$ cat src/rtl/dpp_pkg.sv
// ----------------------------------------------------------------------------
// dpp_pkg
// Shared types and constants of the depth pixel to point converter.
// ----------------------------------------------------------------------------
package dpp_pkg;

  localparam int unsigned COORD_W    = 11;
  localparam int unsigned DEPTH_W    = 11;
  localparam int unsigned CFG_IDX_W  = 3;
  localparam int unsigned CFG_DATA_W = 20;
  localparam int unsigned COORD_OUT_W = 24;

  // raw codes at or above DEPTH_CODES-1 carry no depth
  localparam int unsigned DEPTH_CODES = 2048;
  localparam logic [12:0] DEPTH_LIMIT = 13'(DEPTH_CODES - 1);

  localparam logic [11:0] SIZE_MAX = 12'd2048;

  // z = 65536e10 / (Z_OFFSET - Z_SLOPE * d), all scaled by 1e10
  localparam logic [35:0] Z_OFFSET = 36'd33309495161;
  localparam logic [24:0] Z_SLOPE  = 25'd30711016;
  localparam logic [49:0] Z_NUM    = 50'd655360000000000;

  localparam logic [23:0] Q_MAX_POS = 24'h7fffff;
  localparam logic [23:0] Q_MIN_NEG = 24'h800000;

  // rounding half of the Q44 to Q16 step
  localparam logic [59:0] ROUND_HALF = 60'd134217728;

  typedef enum logic [CFG_IDX_W-1:0] {
    REG_FRAME_WIDTH    = 3'd0,
    REG_FRAME_HEIGHT   = 3'd1,
    REG_SUBSAMPLE_STEP = 3'd2,
    REG_CENTER_X       = 3'd3,
    REG_CENTER_Y       = 3'd4,
    REG_INV_FOCAL_X    = 3'd5,
    REG_INV_FOCAL_Y    = 3'd6
  } cfg_reg_e;

  typedef struct packed {
    logic [11:0] frame_width;
    logic [11:0] frame_height;
    logic [4:0]  subsample_step;
    logic [14:0] center_x;
    logic [14:0] center_y;
    logic [19:0] inv_focal_x;
    logic [19:0] inv_focal_y;
  } cfg_t;

  typedef struct packed {
    logic [DEPTH_W-1:0] raw_depth;
    logic [15:0]        dx;
    logic [15:0]        dy;
    logic               frame_end;
  } item_t;

  typedef enum logic [3:0] {
    BK_IDLE,
    BK_SETUP,
    BK_PRESCALE,
    BK_DIVIDE,
    BK_SIGN,
    BK_MUL_AB,
    BK_MUL_LO,
    BK_MUL_HI,
    BK_ROUND
  } back_state_e;

endpackage

$ cat src/rtl/dpp_fifo.sv
// ----------------------------------------------------------------------------
// dpp_fifo
// Short queue of kept pixels between the front and the back.
// ----------------------------------------------------------------------------
module dpp_fifo #(
  parameter int unsigned DEPTH = 4
) (
  input  logic           clk_i,
  input  logic           rst_ni,
  input  logic           push_i,
  input  dpp_pkg::item_t item_i,
  output logic           full_o,
  input  logic           pop_i,
  output logic           valid_o,
  output dpp_pkg::item_t item_o
);

  localparam int unsigned AddrW  = (DEPTH > 1) ? $clog2(DEPTH) : 1;
  localparam int unsigned CountW = $clog2(DEPTH + 1);
  localparam logic [AddrW-1:0]  LastAddr  = AddrW'(DEPTH - 1);
  localparam logic [CountW-1:0] FullCount = CountW'(DEPTH);

  dpp_pkg::item_t mem_q [DEPTH];
  logic [AddrW-1:0]  wr_ptr_q, rd_ptr_q;
  logic [CountW-1:0] count_q;
  logic do_push, do_pop;

  assign full_o  = count_q == FullCount;
  assign valid_o = count_q != '0;
  assign item_o  = mem_q[rd_ptr_q];
  assign do_push = push_i && !full_o;
  assign do_pop  = pop_i && valid_o;

  always_ff @(posedge clk_i) begin
    if (do_push) begin
      mem_q[wr_ptr_q] <= item_i;
    end
  end

  always_ff @(posedge clk_i or negedge rst_ni) begin
    if (!rst_ni) begin
      wr_ptr_q <= '0;
      rd_ptr_q <= '0;
      count_q  <= '0;
    end else begin
      if (do_push) begin
        wr_ptr_q <= (wr_ptr_q == LastAddr) ? '0 : wr_ptr_q + 1'b1;
      end
      if (do_pop) begin
        rd_ptr_q <= (rd_ptr_q == LastAddr) ? '0 : rd_ptr_q + 1'b1;
      end
      if (do_push && !do_pop) begin
        count_q <= count_q + 1'b1;
      end else if (do_pop && !do_push) begin
        count_q <= count_q - 1'b1;
      end
    end
  end

endmodule

$ cat config.mk
export PLATFORM = sky130hd
export DESIGN_NAME = dpp_fifo
export DESIGN_NICKNAME = d
export VERILOG_FILES = /design/src/rtl/dpp_pkg.sv /design/src/rtl/dpp_fifo.sv
export SDC_FILE = /design/constraint.sdc
export NUM_CORES = 1
export LEC_CHECK = 0
export BUFFER_PORTS_ARGS = -buffer_cell sky130_fd_sc_hd__clkbuf_2
export CORE_UTILIZATION = 55
export DETAILED_ROUTE_END_ITERATION = 8
export PLACE_DENSITY = 0.77
export SETUP_SLACK_MARGIN = 0.3
export SLEW_MARGIN = 5
export SYNTH_ARGS = -nofsm -noshare
export SYNTH_HDL_FRONTEND = slang
export SYNTH_SLANG_ARGS = --single-unit
$ cat constraint.sdc
create_clock -name clk_i -period 4.4 [get_ports clk_i]
set_clock_uncertainty 0.1 [all_clocks]
set_input_delay 0.66 -clock clk_i [delete_from_list [all_inputs] [get_ports clk_i]]
set_output_delay 0.66 -clock clk_i [all_outputs]
set_load 0.005 [all_outputs]
==> metrics.md <==
| Metric | Value |
|---|---|
| Top cells by area, synth | `edfxtp_1 77%, mux4_2 12%, dfrtp_1 2.6%, mux4_1 2.3%, buf_12 1.2%` |
| CTS root buf | `clkbuf_16` |
| Overall routing resource usage | `0.1873` |
| Largest area contributor in the netlist | `edfxtp_1` |
| GRT overflow | `0` |
| Full die area | `12940 um^2` |
| Fin crit share | `0.6853` |
| FF-to-FF path depth | `4` |
| Vias per inst | `5.371` |
| Pleak | `2.812 nW` |
| Vias in the first global route | `3159` |
| H-Tree Depth | `4` |
| Commonest cells post-synth | `176 x edfxtp_1, 38 x mux4_2, 7 x dfrtp_1` |
| First-pass GRT wire length | `16930 um` |
| DRT iter0 DRCs | `196` |
| Area growth syn-to-layout | `17.06%` |
| Synth Area per Inst | `25.72 um^2` |
| Peak supply drop | `521.5 uV` |
| Yosys reg bits | `183` |
| Worst Path Arrival | `2.26 ns` |
| Final Util | `0.6636` |
| Number of buffers created by CTS | `17` |
| Final setup vio count | `0` |
| DRT Wirelength | `11070 um` |
| Via count | `2981` |
| DRT antenna net count | `0` |
| Clock tree sinks | `183` |
| Clk Latency, worst-skew pair | `0.42 ns` |
| Critical path type | `flip-flop to output port` |
| Critical path data required time | `3.64 ns` |
| R2r startpoint | `count_q[2]$_DFFE_PN0P_` |
| Pre-antenna DRT Iters | `4` |
| Initial Util | `0.5669` |
| Outcome | `finished, final reports clean` |
| Cell Pwr Density | `652.7 nW/um^2` |
| Synth Net Count | `322` |
| Reg clk slew, reported paths | `0.07 ns` |
| Async SR Flop Fraction | `0.03825` |
| RePlAce Congestion | `0.6619` |
| Fin. Hold Viols | `0` |
| CP Capture Type | `output port` |
| Share of Yosys cell area claimed by the top area cell type | `0.7697` |
| Number of setup buffers added after CTS | `0` |
| CTS tree | `yes` |
| CP Max Fanout | `47` |
| Main synth FF type | `edfxtp_1` |
| Most frequent cell after synthesis | `edfxtp_1` |
| CP max-delay cell | `dfrtp_4` |
| Nets | `429` |
| Post-Route Setup TNS | `0 ns` |
| Cells after Synth | `267` |
| Hold_sp | `item_i[3]` |
| Crit path cell chain | `mux4_1 -> clkbuf_2` |
| Min-Delay Endpoint | `mem_q[0][3]$_DFFE_PP_` |
| Post-DR wirelength/cell | `19.95 um` |
| Layout cells sized above 1 | `0.4548` |
| DRC violations left | `0` |
| Worst Tran Pin Value | `1.100 ns` |
| Seq/Total Area, Yosys | `0.7952` |
| DP HPWL | `6503 um` |
| Row cnt | `40` |
| Clock Path Buffers | `2` |
| Reg2Reg Setup Slack | `1.95 ns` |
| Core area | `12110 um^2` |
| EDFF count, synth | `176` |
| RR Endpoint | `mem_q[2][7]$_DFFE_PP_` |
| Initial antenna violation count | `0` |
| Largest net degree at the start of global routing | `48` |
| Die X | `113.7 um` |
| CP peak stage delay | `1.02 ns` |
| Unique masters post-synth | `21` |
| Fin. max-slew vios | `0` |
| ANT cells | `0` |
| Warnings, synthesis | `0` |
| # port buffers | `93` |
| Area of the mapped netlist | `6867 um^2` |
| Die outline height | `113.7 um` |
| # IOs | `94` |
| Min-Delay Path Class | `primary input to flip-flop` |
| MaxCap Viol Count | `0` |
| Hold path depth | `1` |
| Startpoint types | `flip-flop` |
| Worst slew margin | `0.2666` |
| Post-route minimum period | `3.016 ns` |
| RSZ-0062 raised after global routing | `false` |
| FMAX | `0.3316 GHz` |
[flip-flops by register name, summed over array words and instances, names as in the netlist]
| register | count |
|---|---|
| wr_ptr_q | 2 |
| mem_q | 176 |
| count_q | 3 |
| rd_ptr_q | 2 |
[how the worst max path moves through the flow]
| stage | startpoint | end | depth (start not counted) |
|---|---|---|---|
| finish | rd_ptr_q[0]$_DFFE_PN0P_ | item_o[37] | 2 |
| global route | rd_ptr_q[0]$_DFFE_PN0P_ | item_o[37] | 2 |
| CTS | rd_ptr_q[0]$_DFFE_PN0P_ | item_o[37] | 2 |
| detailed placement | push_i | mem_q[2][42]$_DFFE_PP_ | 4 |
| global placement | rd_ptr_q[0]$_DFFE_PN0P_ | item_o[37] | 2 |
| floorplan | push_i | mem_q[3][0]$_DFFE_PP_ | 2 |
[critical path: cells and delay by family (launching register included)]
family	cells	cell delay, ns
buffers and inverters	1	0.13
flip-flops	1	1.02
multiplexers	1	0.67
[what timing repair did]
action | in CTS | in global routing
hold endpoints to repair | 7 | 0
hold buffers | 1 | 0
gates resized for setup | 0 | 0
[stage by stage]
step	std cells	hold slack, ns	cell area (um^2)	setup slack, ns	power (W)
after floorplan	267	0.2644	6867	1.284	0.003440
after global placement	522	0.3817	7472	1.762	0.003864
after detailed placement	522	0.4080	7472	1.708	0.003909
after CTS	555	0.3239	8038	1.291	0.005324
after global routing	555	0.3378	8038	1.225	0.005509
final	555	0.3481	8038	1.384	0.005246
[report_power, final]
group	internal, W	switching (W)
combinational	0.000708	0.000517
sequential	0.00231	0.000300
clock	0.000821	0.000594
total	0.00384	0.00141
[kinds of logic after synthesis]
family                   synth area share
AND/OR/NAND/NOR                   0.01275
buffers and inverters             0.01859
adder cells (fa/ha/maj)           0.01385
XOR/XNOR                         0.003827
multiplexers                       0.1558
flip-flops                         0.7952
[cell type report]
cell class	count	area, um^2
Sequential cell	183	5465
Multi-Input combinational cell	71	1290
Clock inverter	8	73.82
Tap cell	168	210.2
Fill cell	817	4074
Timing Repair Buffer	98	505.5
Inverter	3	11.26
Clock buffer	24	481.7
[placed cells by master, fill, tap and decap left out, types with 2 or more instances in the layout]
master,Yosys,routed
edfxtp_1,176,176
clkbuf_2,0,93
mux4_2,38,38
clkbuf_16,0,17
mux4_1,6,6
ha_1,6,6
dfrtp_1,7,5
clkinv_2,0,4
clkbuf_1,0,4
buf_4,0,4
inv_1,3,3
and2_2,0,3
mux2_2,3,3
nor2_1,4,3
clkbuf_8,0,3
mux2_1,2,2
xor2_1,2,2
clkinvlp_4,0,2
[layer usage]
metal / routed length [um] / GRT usage / part of all wire
met2: 5567 / 0.3004 / 0.50
met4: 178 / 0.07632 / 0.016
met1: 4746 / 0.2419 / 0.43
met5: 0 / 0 / 0
met3: 580 / 0.05739 / 0.052
Power figures use the tool's default switching activity.
