===== src/rtl/dpp_pkg.sv =====
// ----------------------------------------------------------------------------
// dpp_pkg
// Shared types and constants of the depth pixel to point converter.
// ----------------------------------------------------------------------------
package dpp_pkg;

  localparam int unsigned COORD_W    = 11;
  localparam int unsigned DEPTH_W    = 11;
  localparam int unsigned CFG_IDX_W  = 3;
  localparam int unsigned CFG_DATA_W = 20;
  localparam int unsigned COORD_OUT_W = 24;

  // raw codes at or above DEPTH_CODES-1 carry no depth
  localparam int unsigned DEPTH_CODES = 2048;
  localparam logic [12:0] DEPTH_LIMIT = 13'(DEPTH_CODES - 1);

  localparam logic [11:0] SIZE_MAX = 12'd2048;

  // z = 65536e10 / (Z_OFFSET - Z_SLOPE * d), all scaled by 1e10
  localparam logic [35:0] Z_OFFSET = 36'd33309495161;
  localparam logic [24:0] Z_SLOPE  = 25'd30711016;
  localparam logic [49:0] Z_NUM    = 50'd655360000000000;

  localparam logic [23:0] Q_MAX_POS = 24'h7fffff;
  localparam logic [23:0] Q_MIN_NEG = 24'h800000;

  // rounding half of the Q44 to Q16 step
  localparam logic [59:0] ROUND_HALF = 60'd134217728;

  typedef enum logic [CFG_IDX_W-1:0] {
    REG_FRAME_WIDTH    = 3'd0,
    REG_FRAME_HEIGHT   = 3'd1,
    REG_SUBSAMPLE_STEP = 3'd2,
    REG_CENTER_X       = 3'd3,
    REG_CENTER_Y       = 3'd4,
    REG_INV_FOCAL_X    = 3'd5,
    REG_INV_FOCAL_Y    = 3'd6
  } cfg_reg_e;

  typedef struct packed {
    logic [11:0] frame_width;
    logic [11:0] frame_height;
    logic [4:0]  subsample_step;
    logic [14:0] center_x;
    logic [14:0] center_y;
    logic [19:0] inv_focal_x;
    logic [19:0] inv_focal_y;
  } cfg_t;

  typedef struct packed {
    logic [DEPTH_W-1:0] raw_depth;
    logic [15:0]        dx;
    logic [15:0]        dy;
    logic               frame_end;
  } item_t;

  typedef enum logic [3:0] {
    BK_IDLE,
    BK_SETUP,
    BK_PRESCALE,
    BK_DIVIDE,
    BK_SIGN,
    BK_MUL_AB,
    BK_MUL_LO,
    BK_MUL_HI,
    BK_ROUND
  } back_state_e;

endpackage


===== src/rtl/dpp_front.sv =====
// ----------------------------------------------------------------------------
// dpp_front
// Raster position tracking, subsample selection and pixel offset forming.
// ----------------------------------------------------------------------------
module dpp_front (
  input  logic                        clk_i,
  input  logic                        rst_ni,
  input  dpp_pkg::cfg_t               cfg_i,
  input  logic                        cfg_we_i,
  input  logic                        in_valid_i,
  output logic                        in_ready_o,
  input  logic [dpp_pkg::DEPTH_W-1:0] raw_depth_i,
  input  logic                        queue_full_i,
  output logic                        push_o,
  output dpp_pkg::item_t              item_o
);

  localparam int unsigned NumLanes = 4;
  localparam logic [3:0] RecalcCycles = 4'(dpp_pkg::COORD_W);

  logic [11:0] width_eff, height_eff;
  logic [dpp_pkg::COORD_W-1:0] width_m1, height_m1;
  logic [4:0] step_eff;
  logic [4:0] step_m1;

  logic [dpp_pkg::COORD_W-1:0] col_q, col_d, row_q, row_d;
  logic [4:0] col_ph_q, col_ph_d, row_ph_q, row_ph_d;
  logic [dpp_pkg::COORD_W-1:0] last_col_q, last_row_q;

  logic       start_q;
  logic [3:0] cnt_q;
  logic [dpp_pkg::COORD_W-1:0] opnd_q [NumLanes];
  logic [4:0] rem_q [NumLanes];
  logic [4:0] rem_d [NumLanes];
  logic [5:0] trial [NumLanes];

  logic busy, keep, accept, col_wrap, row_wrap;

  always_comb begin
    if (cfg_i.frame_width == '0) begin
      width_eff = 12'd1;
    end else if (cfg_i.frame_width > dpp_pkg::SIZE_MAX) begin
      width_eff = dpp_pkg::SIZE_MAX;
    end else begin
      width_eff = cfg_i.frame_width;
    end
    if (cfg_i.frame_height == '0) begin
      height_eff = 12'd1;
    end else if (cfg_i.frame_height > dpp_pkg::SIZE_MAX) begin
      height_eff = dpp_pkg::SIZE_MAX;
    end else begin
      height_eff = cfg_i.frame_height;
    end
    step_eff  = (cfg_i.subsample_step == '0) ? 5'd1 : cfg_i.subsample_step;
  end

  assign width_m1  = dpp_pkg::COORD_W'(width_eff - 12'd1);
  assign height_m1 = dpp_pkg::COORD_W'(height_eff - 12'd1);
  assign step_m1   = step_eff - 5'd1;

  // remainder by the step, one bit a cycle on four lanes
  always_comb begin
    for (int i = 0; i < NumLanes; i++) begin
      trial[i] = {rem_q[i], opnd_q[i][dpp_pkg::COORD_W-1]};
      rem_d[i] = (trial[i] >= 6'(step_eff)) ? 5'(trial[i] - 6'(step_eff)) : trial[i][4:0];
    end
  end

  always_ff @(posedge clk_i or negedge rst_ni) begin
    if (!rst_ni) begin
      start_q <= 1'b1;
      cnt_q   <= '0;
    end else begin
      start_q <= cfg_we_i;
      if (start_q) begin
        cnt_q <= RecalcCycles;
      end else if (cnt_q != '0) begin
        cnt_q <= cnt_q - 4'd1;
      end
    end
  end

  always_ff @(posedge clk_i) begin
    if (start_q) begin
      opnd_q[0] <= col_q;
      opnd_q[1] <= row_q;
      opnd_q[2] <= width_m1;
      opnd_q[3] <= height_m1;
      for (int i = 0; i < NumLanes; i++) begin
        rem_q[i] <= '0;
      end
    end else if (cnt_q != '0) begin
      for (int i = 0; i < NumLanes; i++) begin
        opnd_q[i] <= {opnd_q[i][dpp_pkg::COORD_W-2:0], 1'b0};
        rem_q[i]  <= rem_d[i];
      end
    end
  end

  assign busy       = start_q || (cnt_q != '0);
  assign keep       = (col_ph_q == '0) && (row_ph_q == '0);
  assign in_ready_o = !busy && !cfg_we_i && (!keep || !queue_full_i);
  assign accept     = in_valid_i && in_ready_o;
  assign push_o     = accept && keep;

  assign item_o.raw_depth = raw_depth_i;
  assign item_o.dx        = {1'b0, col_q, 4'b0} - {1'b0, cfg_i.center_x};
  assign item_o.dy        = {1'b0, row_q, 4'b0} - {1'b0, cfg_i.center_y};
  assign item_o.frame_end = (col_q == last_col_q) && (row_q == last_row_q);

  assign col_wrap = col_q >= width_m1;
  assign row_wrap = row_q >= height_m1;

  always_comb begin
    col_d    = col_q;
    row_d    = row_q;
    col_ph_d = col_ph_q;
    row_ph_d = row_ph_q;
    if (col_wrap) begin
      col_d    = '0;
      col_ph_d = '0;
      if (row_wrap) begin
        row_d    = '0;
        row_ph_d = '0;
      end else begin
        row_d    = row_q + 1'b1;
        row_ph_d = (row_ph_q == step_m1) ? 5'd0 : row_ph_q + 5'd1;
      end
    end else begin
      col_d    = col_q + 1'b1;
      col_ph_d = (col_ph_q == step_m1) ? 5'd0 : col_ph_q + 5'd1;
    end
  end

  always_ff @(posedge clk_i or negedge rst_ni) begin
    if (!rst_ni) begin
      col_q      <= '0;
      row_q      <= '0;
      col_ph_q   <= '0;
      row_ph_q   <= '0;
      last_col_q <= '0;
      last_row_q <= '0;
    end else if (cnt_q == 4'd1) begin
      col_ph_q   <= rem_d[0];
      row_ph_q   <= rem_d[1];
      last_col_q <= width_m1 - dpp_pkg::COORD_W'(rem_d[2]);
      last_row_q <= height_m1 - dpp_pkg::COORD_W'(rem_d[3]);
    end else if (accept) begin
      col_q    <= col_d;
      row_q    <= row_d;
      col_ph_q <= col_ph_d;
      row_ph_q <= row_ph_d;
    end
  end

endmodule


===== config.mk =====
export PLATFORM = sky130hd
export DESIGN_NAME = dpp_front
export DESIGN_NICKNAME = d
export VERILOG_FILES = /design/src/rtl/dpp_pkg.sv /design/src/rtl/dpp_front.sv
export SDC_FILE = /design/constraint.sdc
export NUM_CORES = 1
export LEC_CHECK = 0
export BUFFER_PORTS_ARGS = -buffer_cell sky130_fd_sc_hd__buf_2
export CORE_ASPECT_RATIO = 0.9
export CORE_MARGIN = 10
export CORE_UTILIZATION = 50
export DETAILED_ROUTE_END_ITERATION = 10
export PLACE_DENSITY = 0.72
export SLEW_MARGIN = 15
export SYNTH_ARGS = -nofsm -noshare
export SYNTH_HDL_FRONTEND = slang
export SYNTH_SLANG_ARGS = --single-unit

===== constraint.sdc =====
create_clock -name clk_i -period 8.3 [get_ports clk_i]
set_input_delay 0.83 -clock clk_i [delete_from_list [all_inputs] [get_ports clk_i]]
set_output_delay 0.83 -clock clk_i [all_outputs]
set_load 0.05 [all_outputs]

==> results of run 1 <==
through the flow:
stage	total power (uW)	setup slack, ns	std cells
floorplan	1566	3.051	1096
global placement	1749	2.656	1393
detailed placement	1774	2.575	1393
CTS	2458	3.001	1425
global route	2620	2.681	1425
finish	2454	2.961	1425
synthesized netlist by cell type (all sizes together) (3+ instances only):
cell type  number
a31oi          12
or3            13
inv            87
or2            10
and4            3
ha             81
and2            5
nor4            7
dfxtp           3
o21ai         107
nand2         127
a21oi          59
nand3          24
dfrtp          58
clkbuf         34
fa              6
nor3           20
nor2          101
o211ai          3
o21a            3
buf            17
o31a            4
o221ai          3
and3            8
o2bb2ai         4
a32oi           3
or4             4
edfxtp         61
nor2b          23
o22ai           3
a41oi           3
xor2           41
a211oi          7
o311ai          4
nand4          10
xnor2          49
a21o           12
maj3            3
o31ai          29
nand2b         14
state kept, by name, summed over array words and instances (netlist names):
| name | flops |
|---|---|
| row_q | 11 |
| col_ph_q | 5 |
| start_q | 1 |
| cnt_q | 4 |
| row_ph_q | 5 |
| rem_q | 20 |
| last_row_q | 11 |
| opnd_q | 44 |
| col_q | 11 |
| last_col_q | 11 |
cells in the final DEF (no fill, tap or decap), drive strengths merged, types with 23 or more instances in the layout:
cell type,netlist,layout
a21oi,59,59
buf,17,103
clkbuf,34,30
dfrtp,58,58
edfxtp,61,61
ha,81,81
inv,87,87
nand2,127,127
nand3,24,24
nor2,101,101
nor2b,23,23
o21ai,107,107
o31ai,29,29
xnor2,49,49
xor2,41,41
worst min-delay path, delay by kind of cell (launching register included):
| kind | cells | cell delay (ns) |
|---|---|---|
| AOI/OAI and AO/OA | 1 | 0.06 |
| and+or+nand+nor | 1 | 0.05 |
| DFF | 1 | 0.31 |
power breakdown:
| group | switching (uW) | internal, uW | total (uW) |
|---|---|---|---|
| registers | 99.4 | 785 | 884 |
| logic | 536 | 363 | 899 |
| clock network | 258 | 413 | 671 |
worst max-delay path by stage:
stage,slack (ns),endpoint,start
6_report,2.96,row_ph_q[4]$_DFFE_PN0P_,cfg_i[92]
5_1_grt,2.68,last_col_q[10]$_DFFE_PN0P_,cfg_i[71]
4_1_cts,3.00,row_ph_q[4]$_DFFE_PN0P_,cfg_i[92]
3_5_place_dp,2.57,row_ph_q[4]$_DFFE_PN0P_,cfg_i[92]
3_3_place_gp,2.66,row_ph_q[3]$_DFFE_PN0P_,cfg_i[92]
2_1_floorplan,3.05,push_o,cnt_q[0]$_DFFE_PN0P_
routing by layer:
layer	wire length, um	up-vias	global-route usage (%)
met5	0	-	0
met4	473	0	6.504
met3	1515	34	4.423
met2	10430	227	30.00
met1	10680	3733	24.70
li1	-	3995	-
cell families after synthesis:
kind of cell    after synthesis  share of synthesized area (%)
fa+ha+maj                    90                          12.37
mux                           4                         0.4915
compound gates              272                          17.72
buf+inv                     139                          6.084
flops                       123                          35.77
simple gates                378                          19.20
xor+xnor                     90                          8.369
final cells by class:
cell class,count,area [um2],area share (%)
clock buffer,30,514.2,4.877
inverter,88,330.3,3.132
sequential,123,3369,31.95
timing repair buffer,103,528.0,5.007
clock inverter,2,12.51,0.1187
tap,245,306.5,2.907
multi-input combinational,834,5484,52.01
==> flow_metrics.env, run 1 <==
export IMPL_initial_utilization_pct=51.01
export IMPL_cpMaxStageDelayCell="maj3_2"
export IMPL_die_area_um2=24740
export IMPL_cp_arrival_ns=5.65
export IMPL_hp_start="opnd_q[0][0]$_SDFFE_PP0P_"
export IMPL_drt_pass1_iter_count=6
export IMPL_insertion_delay_ns=0.42
export IMPL_status="finished clean"
export IMPL_dr_first_iter_drc_count=630
export IMPL_drc=0
export IMPL_drt_vias_per_instance=5.606
export IMPL_worst_path_stages=19
export IMPL_synthDistinctLibCells=71
export IMPL_setup_viol_count_final=0
export IMPL_start_kind="primary input"
export IMPL_avgSynthCellArea_um2=8.594
export IMPL_yosysWarnings=0
export IMPL_drv_cap=0
export IMPL_min_period_ns=5.339
export IMPL_post_dp_hpwl_um=16970
export IMPL_ir_drop_uv=177.2
export IMPL_cts_tree="yes"
export IMPL_gr_total_overflow=0
export IMPL_drive_gt1_share_pct=12.63
export IMPL_timing_final_max_slew_violations=0
export IMPL_cp_buffers_inverters=3
export IMPL_p_leak_uw=0.004738
export IMPL_groute_usage_overall_pct=18.87
export IMPL_hold_path_end="opnd_q[0][0]$_SDFFE_PP0P_"
export IMPL_crit_path_max_incr_delay_ns=0.53
export IMPL_drt_total_wl_um=23100
export IMPL_syn_nets=1298
export IMPL_final_cell_area_um2=10550
export IMPL_ys_seq_area_share_pct=35.77
export IMPL_critPathRequiredTime_ns=8.61
export IMPL_final_period_utilization_pct=64.32
export IMPL_ant_nets=0
export IMPL_cts_hold_buffers_added=0
export IMPL_postCtsSetupBuffers=0
export IMPL_finalHoldViolations=0
export IMPL_synth_cells=1096
export IMPL_placed_area_um2=10010
export IMPL_async_flop_share_pct=47.97
export IMPL_core_um2=18470
export IMPL_clockBufferDepth=2
export IMPL_ys_flop_type="edfxtp_1"
export IMPL_clkTransAtPathRegs_ns=0.06
export IMPL_reg2reg_depth=19
export IMPL_rows=47
export IMPL_worst_pin_slew_ns=1.043
export IMPL_io_pins=161
export IMPL_clockRootBuffer="clkbuf_16"
export IMPL_grt_pass1_wl_um=38020
export IMPL_pwr_density_cell_nw_per_um2=232.7
export IMPL_fin_skew_ns=0.007964
export IMPL_yosysTopAreaCell="edfxtp_1"
export IMPL_timing_rr_start="opnd_q[2][10]$_DFFE_PP_"
export IMPL_numCtsBuffers=17
export IMPL_grt_pass1_vias=7741
export IMPL_max_freq_ghz=0.1873
export IMPL_max_slew_margin_pct=28.64
export IMPL_crit_family="simple AND/OR/NAND/NOR gates"
export IMPL_ctsResizeCount=0
export IMPL_grt_max_degree=60
export IMPL_min_path_cells=2
export IMPL_routedWlPerCell_um=16.21
export IMPL_place_congestion=0.8751
export IMPL_antennaDiodeCount=0
export IMPL_syn2layout_area_growth_pct=11.96
export IMPL_ys_seq_elements=123
export IMPL_fp_dieW_um=164.7
export IMPL_cts_sinks=123
export IMPL_reg2reg_slack_ns=4.25
export IMPL_tns_ns=0
export IMPL_rsz0062_at_grt="false"
export IMPL_finish_net_count=1369
export IMPL_hp_class="register to register"
export IMPL_crit_type="primary input to register"
export IMPL_synth_top_area_share_pct=19.45
export IMPL_fillCellCount=1713
export IMPL_die_y_um=150.2
export IMPL_syn_area_um2=9419
export IMPL_vias=7989
export IMPL_synth_edf_count=61
export IMPL_antenna_found_initial=0
export IMPL_yosys_top_cells_area="edfxtp_1, dfrtp_1, ha_1"
export IMPL_holdWs_ns=0.4594
export IMPL_reg2reg_to="last_col_q[9]$_DFFE_PN0P_"
export IMPL_cts_max_level=4
export IMPL_crit_path_end_kind="register"
export IMPL_utilization_pct=57.11
export IMPL_io_buffer_count=98
export IMPL_crit_fanout=23
export IMPL_crit_chain="buf_2, or3_1, nor2_1, a31oi_1, nor2_1, inv_1, ha_1, xnor2_1, inv_1, ha_1, o21a_1, o31ai_1, a31oi_1, maj3_1, a21oi_1, o31a_1, maj3_2, or3_4, o311ai_1"
Note: power is estimated with default switching activity, not from simulation.
==> run 2: changes to the inputs <==
Clock period 8.3 ns to 4.93 ns, I/O delays scaled along.
==> flow_metrics.env, run 2 (same netlist as run 1, synthesis figures left out) <==
export IMPL_antennaDiodeCount=0
export IMPL_reg_largest_list="opnd_q x44, rem_q x20"
export IMPL_worst_path_stages=20
export IMPL_drc=0
export IMPL_io_pins=161
export IMPL_routedWlPerCell_um=16.52
export IMPL_postCtsSetupBuffers=0
export IMPL_place_ws_ns=0.1059
export IMPL_setup_worst_path_start="cfg_i[95]"
export IMPL_fp_dieW_um=164.7
export IMPL_cp_arrival_ns=4.78
export IMPL_crit_fanout=14
export IMPL_crit_chain="buf_2, or3_1, nor2_1, a31oi_1, nor2_1, inv_1, ha_1, xnor2_1, inv_1, ha_1, o21a_1, o31ai_1, a31oi_1, maj3_1, a21oi_1, o31a_1, maj3_2, buf_4, nor2_1, nor2_1"
export IMPL_setup_viol_count_final=0
export IMPL_grt_max_degree=60
export IMPL_dr_first_iter_drc_count=698
export IMPL_grt_pass1_vias=7960
export IMPL_antenna_found_initial=0
export IMPL_clockRootBuffer="clkbuf_16"
export IMPL_initial_utilization_pct=51.01
export IMPL_clockBufferDepth=2
export IMPL_cts_tree="yes"
export IMPL_clkTransAtPathRegs_ns=0.06
export IMPL_start_kind="primary input"
export IMPL_status="finished clean"
export IMPL_critPathRequiredTime_ns=5.22
export IMPL_drive_gt1_share_pct=14.36
export IMPL_hp_class="primary input to register"
export IMPL_groute_usage_overall_pct=19.49
export IMPL_grt_util_met3_pct=4.341
export IMPL_final_period_utilization_pct=91.05
export IMPL_final_common_cell="nand2_1"
export IMPL_grt_pass1_wl_um=39100
export IMPL_cts_hold_buffers_added=0
export IMPL_finalPower_uw=4324
export IMPL_drv_cap=0
export IMPL_max_freq_ghz=0.2228
export IMPL_finalHoldViolations=0
export IMPL_crit_top_cell="nor2_1"
export IMPL_io_buffer_count=98
export IMPL_holdWs_ns=0.1744
export IMPL_p_leak_uw=0.004865
export IMPL_drt_vias_per_instance=5.690
export IMPL_core_um2=18470
export IMPL_fin_skew_ns=0.008937
export IMPL_timing_rr_start="opnd_q[2][10]$_DFFE_PP_"
export IMPL_ant_nets=0
export IMPL_insertion_delay_ns=0.43
export IMPL_die_area_um2=24740
export IMPL_worst_pin_slew_ns=0.8889
export IMPL_crit_path_end="col_q[5]$_DFFE_PN0P_"
export IMPL_min_period_ns=4.489
export IMPL_place_congestion=0.9141
export IMPL_use_met1_pct=26.17
export IMPL_rsz0062_at_grt="false"
export IMPL_drt_total_wl_um=23840
export IMPL_crit_family="simple AND/OR/NAND/NOR gates"
export IMPL_post_dp_hpwl_um=17670
export IMPL_top_register="opnd_q"
export IMPL_grtUsageMet2_pct=30.65
export IMPL_die_y_um=150.2
export IMPL_tns_ns=0
export IMPL_largest_register_ffs=44
export IMPL_pwr_density_cell_nw_per_um2=402.5
export IMPL_cp_buffers_inverters=4
export IMPL_numCtsBuffers=17
export IMPL_cts_sinks=123
export IMPL_cpMaxStageDelayCell="or3_1"
export IMPL_reg2reg_depth=18
export IMPL_grt_busiest_layer="met2"
export IMPL_max_slew_margin_pct=40.59
export IMPL_crit_path_max_incr_delay_ns=0.42
export IMPL_cts_max_level=4
export IMPL_gr_total_overflow=0
export IMPL_drt_pass1_iter_count=6
export IMPL_reg2reg_to="last_col_q[10]$_DFFE_PN0P_"
export IMPL_most_common_layout_cells="nand2_1, o21ai_0, nor2_1, buf_2, inv_1"
export IMPL_timing_final_max_slew_violations=0
export IMPL_crit_type="primary input to register"
export IMPL_ctsResizeCount=0
export IMPL_ir_drop_uv=287.6
export IMPL_vias=8211
export IMPL_syn2layout_area_growth_pct=14.05
export IMPL_crit_path_end_kind="register"
export IMPL_final_setup_worst_slack_ns=0.4412
export IMPL_reg2reg_slack_ns=0.78
export IMPL_rows=47
export IMPL_finish_net_count=1387
export IMPL_utilization_pct=58.18
-- run 2: layer usage --
metal,part of all wire [%],up-vias
li1,-,4042
met1,46,3889
met2,46,250
met3,6.7,30
met4,1.6,0
met5,0,-
-- run 2: power by group --
part	leakage (uW)	switching (uW)	internal [uW]
logic	0.00312	926	640
clock network	0.000294	451	815
registers	0.00145	172	1320
-- run 2: cell type report --
class | instances | area, um2
Tap cell | 245 | 306.5
Clock buffer | 23 | 467.9
Clock inverter | 9 | 120.1
Fill cell | 1644 | 7722
Timing Repair Buffer | 121 | 663.1
Sequential cell | 123 | 3369
Inverter | 88 | 330.3
Multi-Input combinational cell | 834 | 5485
-- run 2: worst reg2reg max path: cells and delay by family (launching register included) --
| kind | cells | cell delay [ns] |
|---|---|---|
| XOR/XNOR | 1 | 0.19 |
| buffers and inverters | 1 | 0.07 |
| adder cells (fa/ha/maj) | 4 | 1.12 |
| flip-flops | 1 | 0.39 |
| AO/OA/AOI/OAI | 6 | 1.28 |
| AND/OR/NAND/NOR | 6 | 0.95 |
-- run 2: how the worst min path moves through the flow --
| stage | startpoint | end | slack, ns | cells after the start |
|---|---|---|---|---|
| 4_1_cts | cfg_we_i | start_q$_DFF_PN1_ | 0.16 | 1 |
| 3_5_place_dp | opnd_q[1][0]$_SDFFE_PP0P_ | opnd_q[1][0]$_SDFFE_PP0P_ | 0.46 | 2 |
| 3_3_place_gp | opnd_q[1][0]$_SDFFE_PP0P_ | opnd_q[1][0]$_SDFFE_PP0P_ | 0.45 | 2 |
| 5_1_grt | cfg_we_i | start_q$_DFF_PN1_ | 0.16 | 1 |
| 2_1_floorplan | rst_ni | cnt_q[0]$_DFFE_PN0P_ | 0.20 | 0 |
| 6_report | cfg_we_i | start_q$_DFF_PN1_ | 0.17 | 1 |
-- run 2: through the flow --
stage          area (um2)  std cells
4_1_cts             10740       1443
3_3_place_gp        10150       1411
6_report            10740       1443
2_1_floorplan        9420       1096
3_5_place_dp        10150       1411
5_1_grt             10740       1443
